File: src/apfls_pkg.sv
// ----------------------------------------------------------------------------
// apfls_pkg
// Shared widths, segment constants and the score scaling for the pollution
// scorer.
// ----------------------------------------------------------------------------
package apfls_pkg;

    // Field widths
    localparam int PM_W      = 14;
    localparam int VOC_W     = 13;
    localparam int TEMP_W    = 12;
    localparam int RH_W      = 11;
    localparam int CUR_W     = 15;
    localparam int SLOPE_W   = 16;
    localparam int FAN_W     = 3;
    localparam int CLASS_W   = 2;
    localparam int ANOM_W    = 2;
    localparam int SCORE_OUT_W = 15;

    // Score scaling
    localparam int SCORE_FRAC_BITS = 8;
    localparam int SCORE_W   = SCORE_FRAC_BITS + 7;     // holds 100 << frac

    // Accumulator in units of 1/48000 of a score point
    localparam int ACC_W     = 23;
    localparam int ACC_ONE   = 48000;
    localparam logic [ACC_W-1:0] ACC_MAX = ACC_W'(100 * ACC_ONE);

    // Rounded division by ACC_ONE through a reciprocal multiply
    localparam int NUM_W     = ACC_W + SCORE_FRAC_BITS;
    localparam int RCP_SHIFT = NUM_W + 16;
    localparam int RCP_W     = NUM_W + 1;
    localparam int PROD_W    = NUM_W + RCP_W;
    localparam logic [RCP_W-1:0] RCP_MULT =
        RCP_W'(((64'd1 << RCP_SHIFT) + 64'(ACC_ONE - 1)) / 64'(ACC_ONE));
    localparam logic [NUM_W-1:0] RND_HALF = NUM_W'(ACC_ONE / 2);

    // PM2.5 segments
    localparam logic [PM_W-1:0] PMF_KNEE1 = PM_W'(560);
    localparam logic [PM_W-1:0] PMF_KNEE2 = PM_W'(1200);
    localparam logic [PM_W-1:0] PMF_KNEE3 = PM_W'(2400);
    localparam logic [ACC_W-1:0] PMF_BASE2 = ACC_W'(25 * ACC_ONE);
    localparam logic [ACC_W-1:0] PMF_BASE3 = ACC_W'(50 * ACC_ONE);
    localparam logic [ACC_W-1:0] PMF_CAP   = ACC_W'(75 * ACC_ONE);
    localparam logic [11:0] PMF_SLOPE1 = 12'd2142;
    localparam logic [11:0] PMF_SLOPE2 = 12'd1875;
    localparam logic [11:0] PMF_SLOPE3 = 12'd999;

    // PM10 segments
    localparam logic [PM_W-1:0] PMC_KNEE1 = PM_W'(800);
    localparam logic [PM_W-1:0] PMC_KNEE2 = PM_W'(2400);
    localparam logic [ACC_W-1:0] PMC_BASE2 = ACC_W'(10 * ACC_ONE);
    localparam logic [ACC_W-1:0] PMC_CAP   = ACC_W'(20 * ACC_ONE);
    localparam logic [9:0] PMC_SLOPE1 = 10'd600;
    localparam logic [9:0] PMC_SLOPE2 = 10'd300;

    // VOC segments
    localparam logic [VOC_W-1:0] VOC_KNEE1 = VOC_W'(1280);
    localparam logic [VOC_W-1:0] VOC_KNEE2 = VOC_W'(4800);
    localparam logic [ACC_W-1:0] VOC_BASE2 = ACC_W'(10 * ACC_ONE);
    localparam logic [ACC_W-1:0] VOC_CAP   = ACC_W'(20 * ACC_ONE);
    localparam logic [8:0] VOC_SLOPE1 = 9'd375;
    localparam logic [8:0] VOC_SLOPE2 = 9'd135;

    // Temperature and humidity excess
    localparam logic signed [TEMP_W-1:0] TEMP_KNEE = TEMP_W'(720);
    localparam logic [RH_W-1:0] RH_KNEE = RH_W'(1280);
    localparam logic [9:0] TEMP_SLOPE = 10'd1000;
    localparam logic [9:0] RH_SLOPE   = 10'd750;

    // Anomaly thresholds on slope magnitude
    localparam logic [SLOPE_W:0] SLOPE_SEVERE   = 17'd3000;
    localparam logic [SLOPE_W:0] SLOPE_MODERATE = 17'd1500;
    localparam logic [CUR_W-1:0] OVERLOAD_RESET = CUR_W'(3000);

    // Result codes
    localparam logic [ANOM_W-1:0] ANOM_NONE     = 2'd0;
    localparam logic [ANOM_W-1:0] ANOM_MODERATE = 2'd1;
    localparam logic [ANOM_W-1:0] ANOM_SEVERE   = 2'd2;

    localparam logic [CLASS_W-1:0] CLASS_GOOD      = 2'd0;
    localparam logic [CLASS_W-1:0] CLASS_MODERATE  = 2'd1;
    localparam logic [CLASS_W-1:0] CLASS_POOR      = 2'd2;
    localparam logic [CLASS_W-1:0] CLASS_HAZARDOUS = 2'd3;

    // Score thresholds
    localparam logic [SCORE_W-1:0] SC_5  = SCORE_W'(5)  << SCORE_FRAC_BITS;
    localparam logic [SCORE_W-1:0] SC_20 = SCORE_W'(20) << SCORE_FRAC_BITS;
    localparam logic [SCORE_W-1:0] SC_40 = SCORE_W'(40) << SCORE_FRAC_BITS;
    localparam logic [SCORE_W-1:0] SC_50 = SCORE_W'(50) << SCORE_FRAC_BITS;
    localparam logic [SCORE_W-1:0] SC_65 = SCORE_W'(65) << SCORE_FRAC_BITS;
    localparam logic [SCORE_W-1:0] SC_80 = SCORE_W'(80) << SCORE_FRAC_BITS;
    localparam logic [SCORE_W-1:0] SC_85 = SCORE_W'(85) << SCORE_FRAC_BITS;
    localparam logic [SCORE_W-1:0] SC_MAX = SCORE_W'(100) << SCORE_FRAC_BITS;

endpackage

File: src/apfls_accum.sv
// ----------------------------------------------------------------------------
// apfls_accum
// Piecewise-linear pollution contributions summed and saturated, in units of
// 1/48000 of a score point.
// ----------------------------------------------------------------------------
module apfls_accum
    import apfls_pkg::*;
(
    input  logic [PM_W-1:0]          pm_fine,
    input  logic [PM_W-1:0]          pm_coarse,
    input  logic [VOC_W-1:0]         voc_index,
    input  logic signed [TEMP_W-1:0] temperature,
    input  logic [RH_W-1:0]          humidity,
    output logic [ACC_W-1:0]         acc
);

    logic [ACC_W-1:0]  pmf_part;
    logic [ACC_W-1:0]  pmc_part;
    logic [ACC_W-1:0]  voc_part;
    logic [ACC_W-1:0]  temp_part;
    logic [ACC_W-1:0]  rh_part;
    logic [TEMP_W-1:0] temp_excess;
    logic [RH_W-1:0]   rh_excess;
    logic [ACC_W+2:0]  sum;

    always_comb
    begin
        if (pm_fine < PMF_KNEE1)
        begin
            pmf_part = ACC_W'(pm_fine) * ACC_W'(PMF_SLOPE1);
        end
        else if (pm_fine < PMF_KNEE2)
        begin
            pmf_part = PMF_BASE2 + ACC_W'(pm_fine - PMF_KNEE1) * ACC_W'(PMF_SLOPE2);
        end
        else if (pm_fine < PMF_KNEE3)
        begin
            pmf_part = PMF_BASE3 + ACC_W'(pm_fine - PMF_KNEE2) * ACC_W'(PMF_SLOPE3);
        end
        else
        begin
            pmf_part = PMF_CAP;
        end

        if (pm_coarse < PMC_KNEE1)
        begin
            pmc_part = ACC_W'(pm_coarse) * ACC_W'(PMC_SLOPE1);
        end
        else if (pm_coarse < PMC_KNEE2)
        begin
            pmc_part = PMC_BASE2 + ACC_W'(pm_coarse - PMC_KNEE1) * ACC_W'(PMC_SLOPE2);
        end
        else
        begin
            pmc_part = PMC_CAP;
        end

        if (voc_index < VOC_KNEE1)
        begin
            voc_part = ACC_W'(voc_index) * ACC_W'(VOC_SLOPE1);
        end
        else if (voc_index < VOC_KNEE2)
        begin
            voc_part = VOC_BASE2 + ACC_W'(voc_index - VOC_KNEE1) * ACC_W'(VOC_SLOPE2);
        end
        else
        begin
            voc_part = VOC_CAP;
        end

        // Cold or normal temperatures, negative ones included, add nothing.
        temp_excess = TEMP_W'(temperature - TEMP_KNEE);
        if (temperature > TEMP_KNEE)
        begin
            temp_part = ACC_W'(temp_excess) * ACC_W'(TEMP_SLOPE);
        end
        else
        begin
            temp_part = '0;
        end

        rh_excess = humidity - RH_KNEE;
        if (humidity > RH_KNEE)
        begin
            rh_part = ACC_W'(rh_excess) * ACC_W'(RH_SLOPE);
        end
        else
        begin
            rh_part = '0;
        end

        sum = (ACC_W+3)'(pmf_part) + (ACC_W+3)'(pmc_part) + (ACC_W+3)'(voc_part)
            + (ACC_W+3)'(temp_part) + (ACC_W+3)'(rh_part);

        if (sum > (ACC_W+3)'(ACC_MAX))
        begin
            acc = ACC_MAX;
        end
        else
        begin
            acc = sum[ACC_W-1:0];
        end
    end

endmodule

File: src/air_pollution_fan_level_scorer_unit.sv
// ----------------------------------------------------------------------------
// air_pollution_fan_level_scorer_unit
// Scores one fused sensor sample into fan speed, air class, anomaly level
// and a saturated pollution score.
// ----------------------------------------------------------------------------
// Usage:
//   A sample enters on the in_valid / in_ready channel, one field per port.
//   Each transaction yields exactly one result on out_valid / out_ready.
//   The overload current threshold is written over cfg_valid / cfg_ready,
//   which is always ready; write it only while no sample is in flight.
//   The input transaction loads the input register; when the pipe advances,
//   the accumulator register and then the result register load in turn,
//   and out_valid rises with the result register.
//   Throughput is one sample per cycle unless the receiver stalls; the three
//   stages advance together. The pollution score comes from one reciprocal
//   multiply in the last stage, after the segment sums are registered.
//   When the receiver stalls, the result register holds and in_ready drops
//   in the same cycle, so every stage keeps its contents; nothing is lost.
//   Reset empties the pipeline and sets the threshold to 3000 mA.
// ----------------------------------------------------------------------------
module air_pollution_fan_level_scorer_unit
    import apfls_pkg::*;
(
    input  logic                       clk,
    input  logic                       rst_n,

    input  logic                       cfg_valid,
    output logic                       cfg_ready,
    input  logic [CUR_W-1:0]           overload_current_ma,

    input  logic                       in_valid,
    output logic                       in_ready,
    input  logic [PM_W-1:0]            pm_fine,
    input  logic [PM_W-1:0]            pm_coarse,
    input  logic [VOC_W-1:0]           voc_index,
    input  logic signed [TEMP_W-1:0]   temperature,
    input  logic [RH_W-1:0]            humidity,
    input  logic [CUR_W-1:0]           motor_current_ma,
    input  logic signed [SLOPE_W-1:0]  current_slope,

    output logic                       out_valid,
    input  logic                       out_ready,
    output logic [FAN_W-1:0]           fan_speed,
    output logic [CLASS_W-1:0]         air_class,
    output logic [ANOM_W-1:0]          anomaly_level,
    output logic [SCORE_OUT_W-1:0]     smog_score
);

    logic                       advance;

    logic [CUR_W-1:0]           ovl_reg;

    // The first stage holds the registered sample.
    logic                       v1_reg;
    logic [PM_W-1:0]            pmf_reg;
    logic [PM_W-1:0]            pmc_reg;
    logic [VOC_W-1:0]           voc_reg;
    logic signed [TEMP_W-1:0]   temp_reg;
    logic [RH_W-1:0]            rh_reg;
    logic [CUR_W-1:0]           cur_reg;
    logic signed [SLOPE_W-1:0]  slope_reg;

    // The second stage holds the accumulator and the anomaly level.
    logic                       v2_reg;
    logic [ACC_W-1:0]           acc_reg;
    logic [ACC_W-1:0]           acc_next;
    logic [ANOM_W-1:0]          anom_reg;
    logic [ANOM_W-1:0]          anom_next;
    logic [SLOPE_W:0]           slope_mag;

    // The third stage holds the result.
    logic                       out_valid_reg;
    logic [SCORE_W-1:0]         score_reg;
    logic [SCORE_W-1:0]         score_next;
    logic [FAN_W-1:0]           fan_reg;
    logic [FAN_W-1:0]           fan_next;
    logic [CLASS_W-1:0]         class_reg;
    logic [CLASS_W-1:0]         class_next;
    logic [ANOM_W-1:0]          anom_out_reg;
    logic [NUM_W-1:0]           numer;
    logic [PROD_W-1:0]          prod;

    assign advance   = !out_valid_reg || out_ready;
    assign in_ready  = advance;
    assign cfg_ready = 1'b1;

    always_ff @(posedge clk or negedge rst_n)
    begin
        if (!rst_n)
        begin
            ovl_reg <= OVERLOAD_RESET;
        end
        else if (cfg_valid)
        begin
            ovl_reg <= overload_current_ma;
        end
    end

    // Pipeline control
    always_ff @(posedge clk or negedge rst_n)
    begin
        if (!rst_n)
        begin
            v1_reg        <= 1'b0;
            v2_reg        <= 1'b0;
            out_valid_reg <= 1'b0;
        end
        else if (advance)
        begin
            v1_reg        <= in_valid;
            v2_reg        <= v1_reg;
            out_valid_reg <= v2_reg;
        end
    end

    // Payload registers
    always_ff @(posedge clk)
    begin
        if (advance)
        begin
            pmf_reg      <= pm_fine;
            pmc_reg      <= pm_coarse;
            voc_reg      <= voc_index;
            temp_reg     <= temperature;
            rh_reg       <= humidity;
            cur_reg      <= motor_current_ma;
            slope_reg    <= current_slope;
            acc_reg      <= acc_next;
            anom_reg     <= anom_next;
            score_reg    <= score_next;
            fan_reg      <= fan_next;
            class_reg    <= class_next;
            anom_out_reg <= anom_reg;
        end
    end

    apfls_accum u_accum
    (
        .pm_fine     (pmf_reg),
        .pm_coarse   (pmc_reg),
        .voc_index   (voc_reg),
        .temperature (temp_reg),
        .humidity    (rh_reg),
        .acc         (acc_next)
    );

    always_comb
    begin
        if (slope_reg[SLOPE_W-1])
        begin
            slope_mag = -{slope_reg[SLOPE_W-1], slope_reg};
        end
        else
        begin
            slope_mag = {1'b0, slope_reg};
        end

        if (slope_mag > SLOPE_SEVERE || cur_reg > ovl_reg)
        begin
            anom_next = ANOM_SEVERE;
        end
        else if (slope_mag > SLOPE_MODERATE)
        begin
            anom_next = ANOM_MODERATE;
        end
        else
        begin
            anom_next = ANOM_NONE;
        end
    end

    // Rounded score: (acc * 2^frac + 24000) / 48000, exact through the
    // reciprocal since its error stays below one part in 2^16.
    always_comb
    begin
        numer      = (NUM_W'(acc_reg) << SCORE_FRAC_BITS) + RND_HALF;
        prod       = PROD_W'(numer) * PROD_W'(RCP_MULT);
        score_next = prod[RCP_SHIFT +: SCORE_W];

        priority if (score_next < SC_5)  fan_next = FAN_W'(0);
        else if (score_next < SC_20)     fan_next = FAN_W'(1);
        else if (score_next < SC_40)     fan_next = FAN_W'(2);
        else if (score_next < SC_65)     fan_next = FAN_W'(3);
        else if (score_next < SC_85)     fan_next = FAN_W'(4);
        else                             fan_next = FAN_W'(5);

        priority if (score_next < SC_20) class_next = CLASS_GOOD;
        else if (score_next < SC_50)     class_next = CLASS_MODERATE;
        else if (score_next < SC_80)     class_next = CLASS_POOR;
        else                             class_next = CLASS_HAZARDOUS;
    end

    assign out_valid     = out_valid_reg;
    assign fan_speed     = fan_reg;
    assign air_class     = class_reg;
    assign anomaly_level = anom_out_reg;
    assign smog_score    = SCORE_OUT_W'(score_reg);

    // The saturated accumulator never yields a score above full scale.
    a_score_bound: assert property (@(posedge clk) disable iff (!rst_n)
        out_valid |-> score_reg <= SC_MAX)
        else $error("pollution score above full scale");

    // A hazardous class always comes with one of the two top fan speeds.
    a_class_fan: assert property (@(posedge clk) disable iff (!rst_n)
        out_valid && air_class == CLASS_HAZARDOUS |-> fan_speed >= FAN_W'(4))
        else $error("hazardous class with low fan speed");

    // A sample in the accumulator stage reaches the output when the pipe moves.
    a_pipe_move: assert property (@(posedge clk) disable iff (!rst_n)
        v2_reg && in_ready |=> out_valid)
        else $error("accumulated sample lost before output");

    // The anomaly code never takes the unused value.
    a_anom_code: assert property (@(posedge clk) disable iff (!rst_n)
        out_valid |-> anomaly_level != 2'd3)
        else $error("anomaly level out of range");

endmodule
File: config.mk
export PLATFORM = sky130hd
export DESIGN_NAME = air_pollution_fan_level_scorer_unit
export DESIGN_NICKNAME = d
export VERILOG_FILES = /design/src/apfls_pkg.sv /design/src/apfls_accum.sv /design/src/air_pollution_fan_level_scorer_unit.sv
export SDC_FILE = /design/constraint.sdc
export NUM_CORES = 2
export LEC_CHECK = 0
export ABC_AREA = 1
export BUFFER_PORTS_ARGS = -buffer_cell sky130_fd_sc_hd__buf_2
export CORE_MARGIN = 3
export CORE_UTILIZATION = 60
export CTS_CLUSTER_SIZE = 40
export DETAILED_ROUTE_END_ITERATION = 16
export GPL_TIMING_DRIVEN = 1
export HOLD_SLACK_MARGIN = 0.06
export PLACE_DENSITY = 0.78
export SYNTH_ARGS = -nofsm -noshare
export SYNTH_HDL_FRONTEND = slang
export SYNTH_HIERARCHICAL = 1
export SYNTH_SLANG_ARGS = --single-unit
File: constraint.sdc
create_clock -name clk -period 9.4 [get_ports clk]
set_input_delay 0.94 -clock clk [delete_from_list [all_inputs] [get_ports clk]]
set_output_delay 0.94 -clock clk [all_outputs]
set_load 0.01 [all_outputs]
Word-level counts from Yosys, hierarchy flattened
Index checks and enable logic that the tools add are counted.

Shifts and indexed selects: 0. $add $sub $neg: 16. Bitwise logic cells: 0. Multiplexer cells: 17. Multipliers: 10. $lt $le $gt $ge: 20. Div/mod/pow operators: 0. Equal/unequal tests: 0. Reductions and logical operators: 6.

Operator list (count): $mux 23 (7); $mul 31x27->57 const B (1); $add 19x23->23 const A (2); $lt 15x15->1 const B (3); $add 31x15->31 const B (1); $lt 15x14->1 const B (2); $sub 14x10->15 const B (2); $lt 14x10->1 const B (2); $lt 14x12->1 const B (2); $add 26x21->26 (1); $add 26x22->26 (1); $add 26x23->26 (1); $gt 26x23->1 const B (1); $add 23x23->24 (1); $add 21x23->23 const A (1); $add 22x23->23 const A (1); $mul 23x10->23 const B (1); $mul 23x11->23 const B (1); $mul 23x7->21 const B (1); $mul 23x8->23 const B (1); $mul 13x9->22 const B (1); $mul 14x11->22 const B (1); $mux 22 (1); $mux 21 (1); 25 further kinds (32).

Register bits: 160. Output and inout bits: 25. Latch bits: 0. Logic and storage cells: 89. Memories kept: 0. ROM bits: 0. RAM bits: 0.

Logic depth before layout (Yosys ltp)
Word-level depth: 11. Gate-level depth with buffers: 58. Gate-level depth less buffers: 57.

By module
The synthesis kept the hierarchy.

Modules (own cells, without submodules): apfls_accum (area an instance 28678.8 um2, cells an instance 3798, times used 1); air_pollution_fan_level_scorer_unit (area an instance 18816.8 um2, cells an instance 1990, times used 1).

Worst setup path before layout
Ideal clock, no wire load.

Path type: flip-flop to flip-flop. Start: register pmf_reg[6]. End: register acc_reg[8] (data pin). Library setup time: 0.262 ns. Setup slack: -0.120 ns. Clock period less this slack: 9.520 ns. Path buffers: 1. Data required time: 9.138 ns. Cell stages (with the launch flop): 48. Data arrival time: 9.258 ns. Cell sequence: edfxtp_1 -> inv_1 -> ha_1 -> nand2_1 -> nand2_1 -> xor2_1 -> inv_1 -> fa_1 -> inv_1 -> fa_1 -> inv_1 -> fa_1 -> fa_1 -> inv_1 -> fa_1 -> inv_1 -> ha_1 -> a21o_1 -> [... 12 more ...] -> fa_1 -> inv_1 -> ha_1 -> nand2_1 -> inv_1 -> a21oi_1 -> nand2_1 -> nand2_1 -> nand4_1 -> nand2_1 -> nand2_1 -> nor2_1 -> nand2_1 -> nor2_1 -> nor2_2 -> nand2_4 -> buf_6 -> a21oi_2.

Word-level cells in the longest chain between the ends: 11. Elaborated cells between the ends (all ways): 18.

Ends and longest elaborated chain: from (decl) (RTL line air_pollution_fan_level_scorer_unit.sv:55) `logic [PM_W-1:0] pmf_reg;`; from (signal assigned) (RTL line air_pollution_fan_level_scorer_unit.sv:121) `pmf_reg <= pm_fine;`; $sub 14x11->15 (RTL line apfls_accum.sv:38) `pmf_part = PMF_BASE3 + ACC_W'(pm_fine - PMF_KNEE2) * ACC_W'(PMF_SLOPE3);`; $mul 23x10->23 (RTL line apfls_accum.sv:38); $add 22x23->23 (RTL line apfls_accum.sv:38); $mux 23 (RTL line apfls_accum.sv:36) `else if (pm_fine < PMF_KNEE3)`; $mux 23 (RTL line apfls_accum.sv:32) `else if (pm_fine < PMF_KNEE2)`; $mux 23 (*) (RTL line apfls_accum.sv:28) `if (pm_fine < PMF_KNEE1)`; $add 23x23->24 (*) (RTL line apfls_accum.sv:92) `sum = (ACC_W+3)'(pmf_part) + (ACC_W+3)'(pmc_part) + (ACC_W+3)'(voc_part)`; $add 26x23->26 (*) (RTL line apfls_accum.sv:92); $add 26x22->26 (*) (RTL line apfls_accum.sv:93) `+ (ACC_W+3)'(temp_part) + (ACC_W+3)'(rh_part);`; $add 26x21->26 (*) (RTL line apfls_accum.sv:93); $gt 26x23->1 (RTL line apfls_accum.sv:95) `if (sum > (ACC_W+3)'(ACC_MAX))`; to (signal assigned) (RTL line air_pollution_fan_level_scorer_unit.sv:128) `acc_reg <= acc_next;`; to (decl) (RTL line air_pollution_fan_level_scorer_unit.sv:65) `logic [ACC_W-1:0] acc_reg;`.

Every way passes the cells marked *; elsewhere a longest branch is shown, timed or not. A chain may end at the register's enable or synchronous reset.

Final worst setup path
Start: register pmf_reg[5]. End: register acc_reg[9] (data pin).

Same word-level chain as after synthesis.

==> summary.md <==
| Metric | Value |
|---|---|
| Tcrit/Tclk final | 0.9866 |
| Max frequency | approximately 110 MHz |
| Slew HR | 0.3884 |
| Row cnt | approximately 100 |
| Final Critical Period | around 9 ns |
| Syn Area/Cell | 8.206 um2 |
| Root Buffer Master | clkbuf_16 |
| Sequential cell area | 4723 um2 |
| Die Width | around 290 um |
| Routed Antenna Nets | 0 |
| Largest register FFs | 23 |
| Endpoints failing setup | 0 |
| Clk_skew | roughly 0.018 ns |
| Vias | approximately 40000 |
| Gr usage total | 0.3144 |
| Critical path class | reg -> reg |
| # placed instances | about 7200 |
| Synth Register Bits | 160 |
| Dominant synthesized flop cell | edfxtp_1 |
| Final Max Tran Viols | 0 |
| Vias per cell | 5.411 |
| Nets | roughly 7800 |
| Initial Util | 0.6091 |
| Clk_lat worst skew | about 0.51 ns |
| CP required | about 9.7 ns |
| Status | completed |
| Via count of the first global-routing pass | approximately 40000 |
| Number of synthesized flops with an enable pin | 142 |
| H-Tree Depth | 4 |
| Post-Syn Nets | 7448 |
| CP Capture Type | flop |
| Initial antenna violation count | 3 |
| 1st-pass router iterations | 6 |
| Crit-path max FO | 7 |
| DIE HEIGHT | approximately 290 um |
| Wire length per cell | 18.11 um |
| Largest net degree at the start of global routing | between 60 and 70 |
| Routability cong. | about 1 |
| Grt ovf | 0 |
| IO Pins | between 100 and 150 |
| Initial drt markers | about 2900 |
| Multi-input gate area | 37820 um2 |
| CTS sink cnt | 160 |
| Final cell count without fillers | about 7200 |
| RSZ-0062 raised after global routing | yes |
| Hold Path Class | in -> async |
| Syn Inst Count | a little under 6000 |
| CTS Buf Count | 17 |
| Share of cells above drive strength 1 | 0.1235 |
| Worst-path clk slew | about 0.090 ns |
| Async SR Flop Fraction | 0.1125 |
| Filler cells | 6038 |
| Maximum root-to-sink buffer count | 2 |
| Most common cell on crit path | nand2_1 |
| Crit path max-delay cell type | edfxtp_1 |
| TritonCTS clock tree | done |
| IO buf count | 138 |
| Post-DP HPWL | about 110000 um |
| Area Growth Syn to Fin | 12.52% |
| DR DRC count | 0 |
| Seq/Total Area, Yosys | 0.09945 |
| Die area | ~83000 um2 |
| Core Region | 77980 um2 |
| Mapped Area | around 47000 um2 |
| YS warnings | 6 |
| Max cap viols | 0 |
| First-pass GRT wire length | 204200 um |
| Final wirelength | roughly 130000 um |
| Final hold viol count | 0 |
| Unique masters post-synth | 66 |
| Critical path's largest stage delay | 0.52 ns |
| WP data arrival | around 9.5 ns |
| Worst slew pin tran | roughly 0.9 ns |
| Crit start category | flop |
-- synth_stat cells (all sizes together) (54+ instances only) --
cell type	instances	area (um2)
ha	848	10610
xnor2	59	535.5
xor2	127	1135
o21ai	188	944.7
nand4	54	337.8
inv	1685	6325
a21oi	313	1615
nor2	309	1195
nand3	169	865.8
edfxtp	142	4264
nand2	922	3523
fa	697	13950
-- layer usage --
layer | wire, um | part of all wire | GRT usage | vias to the layer above
met2 | 63340 | 0.48 | 0.5311 | 1415
li1 | - | - | - | 18550
met3 | 8531 | 0.065 | 0.04322 | 320
met5 | 0 | 0 | 0 | -
met1 | 53800 | 0.41 | 0.4132 | 18840
met4 | 5283 | 0.040 | 0.1151 | 0
-- repair_timing --
action / CTS / global route
gates cloned: 1 / 1
endpoints found under the hold margin: 0 / 0
gates resized for setup: 30 / 317
setup endpoints to repair: 20 / 26
buffers inserted: 2 / 28
hold buffers: 0 / 0
pin swaps: 9 / 109
-- worst max-delay path, delay by kind of cell (launching register included) --
family	cells	cell delay (ns)
simple gates	25	2.52
compound gates	4	0.93
flops	1	0.52
fa+ha+maj	11	4.05
buf+inv	9	0.84
xor+xnor	1	0.18
-- cell usage in the layout (no fill, tap or decap), types with 13 or more instances in the layout --
cell | Yosys | layout
xor2_1 | 124 | 111
a21oi_2 | 13 | 47
inv_1 | 1673 | 1637
or2_2 | 17 | 16
a21oi_1 | 300 | 257
a21o_1 | 17 | 17
xnor2_1 | 58 | 55
nor3_1 | 44 | 41
nor2_2 | 11 | 24
ha_1 | 848 | 803
o21bai_1 | 23 | 23
nand3b_1 | 15 | 15
inv_2 | 12 | 47
buf_2 | 3 | 138
nand4_1 | 54 | 54
o22ai_1 | 13 | 13
nand3_1 | 165 | 153
a31oi_1 | 13 | 13
nand3_2 | 4 | 15
edfxtp_1 | 142 | 142
o31ai_1 | 14 | 14
o21ai_0 | 184 | 156
nand2_1 | 907 | 857
nor2_1 | 297 | 274
ha_4 | 0 | 40
o21ai_2 | 1 | 16
o21ai_1 | 3 | 14
nand2_2 | 10 | 46
clkbuf_16 | 0 | 19
buf_4 | 1 | 238
nand2_4 | 5 | 19
fa_1 | 697 | 694
-- kinds of logic (layout without fill, tap and decap cells) --
logic type / Yosys count / count (layout) / share of synthesized area
AOI/OAI and AO/OA: 633 / 633 / 0.07468
xor gates and xnor gates: 186 / 186 / 0.03517
adders and majority gates: 1545 / 1545 / 0.5172
buffers and inverters: 1710 / 2106 / 0.1358
DFF: 160 / 160 / 0.09945
muxes: 3 / 3 / 0.0006849
other: 1 / 6 / 0.00007895
and+or+nand+nor: 1550 / 1551 / 0.1370
-- through the flow --
stage          TNS, ns  hold WS (ns)    util  area (um2)  setup slack [ns]
3_5_place_dp    -4.107        0.4190  0.6549       51070           -0.2296
3_3_place_gp         0        0.4027  0.6549       51070           0.01126
2_1_floorplan        0        0.4003       -       47500           0.09183
4_1_cts              0        0.3345  0.6646       51820           0.01136
5_1_grt         -4.476        0.3535  0.6853       53440           -0.2528
6_report             0        0.3611  0.6853       53440            0.1259
-- final timing paths --
kind | from | endpoint | slack, ns | cells after the start
hold reg to reg | anom_reg[0] | anomaly_level[0] | 0.44 | 0
max in group asynchronous | rst_n | ovl_reg[7] | 8.69 | 1
setup / recovery | pmf_reg[5] | acc_reg[9] | 0.13 | 50
min in group clk | anom_reg[0] | anomaly_level[0] | 0.44 | 0
hold / removal | rst_n | ovl_reg[6] | 0.36 | 1
setup reg to reg | pmf_reg[5] | acc_reg[9] | 0.13 | 50
-- cell type report --
class,count,share of cell area
Multi-Input combinational cell,3919,0.7076
Inverter,1687,0.1185
Sequential cell,160,0.08838
Timing Repair Buffer,387,0.04910
Tap cell,1040,0.02435
Clock buffer,18,0.008429
Clock inverter,14,0.003325
Antenna cell,5,0.0002341
Power is not shown: default switching activity piles up to over one toggle a cycle in this logic, so the estimate is an artifact.
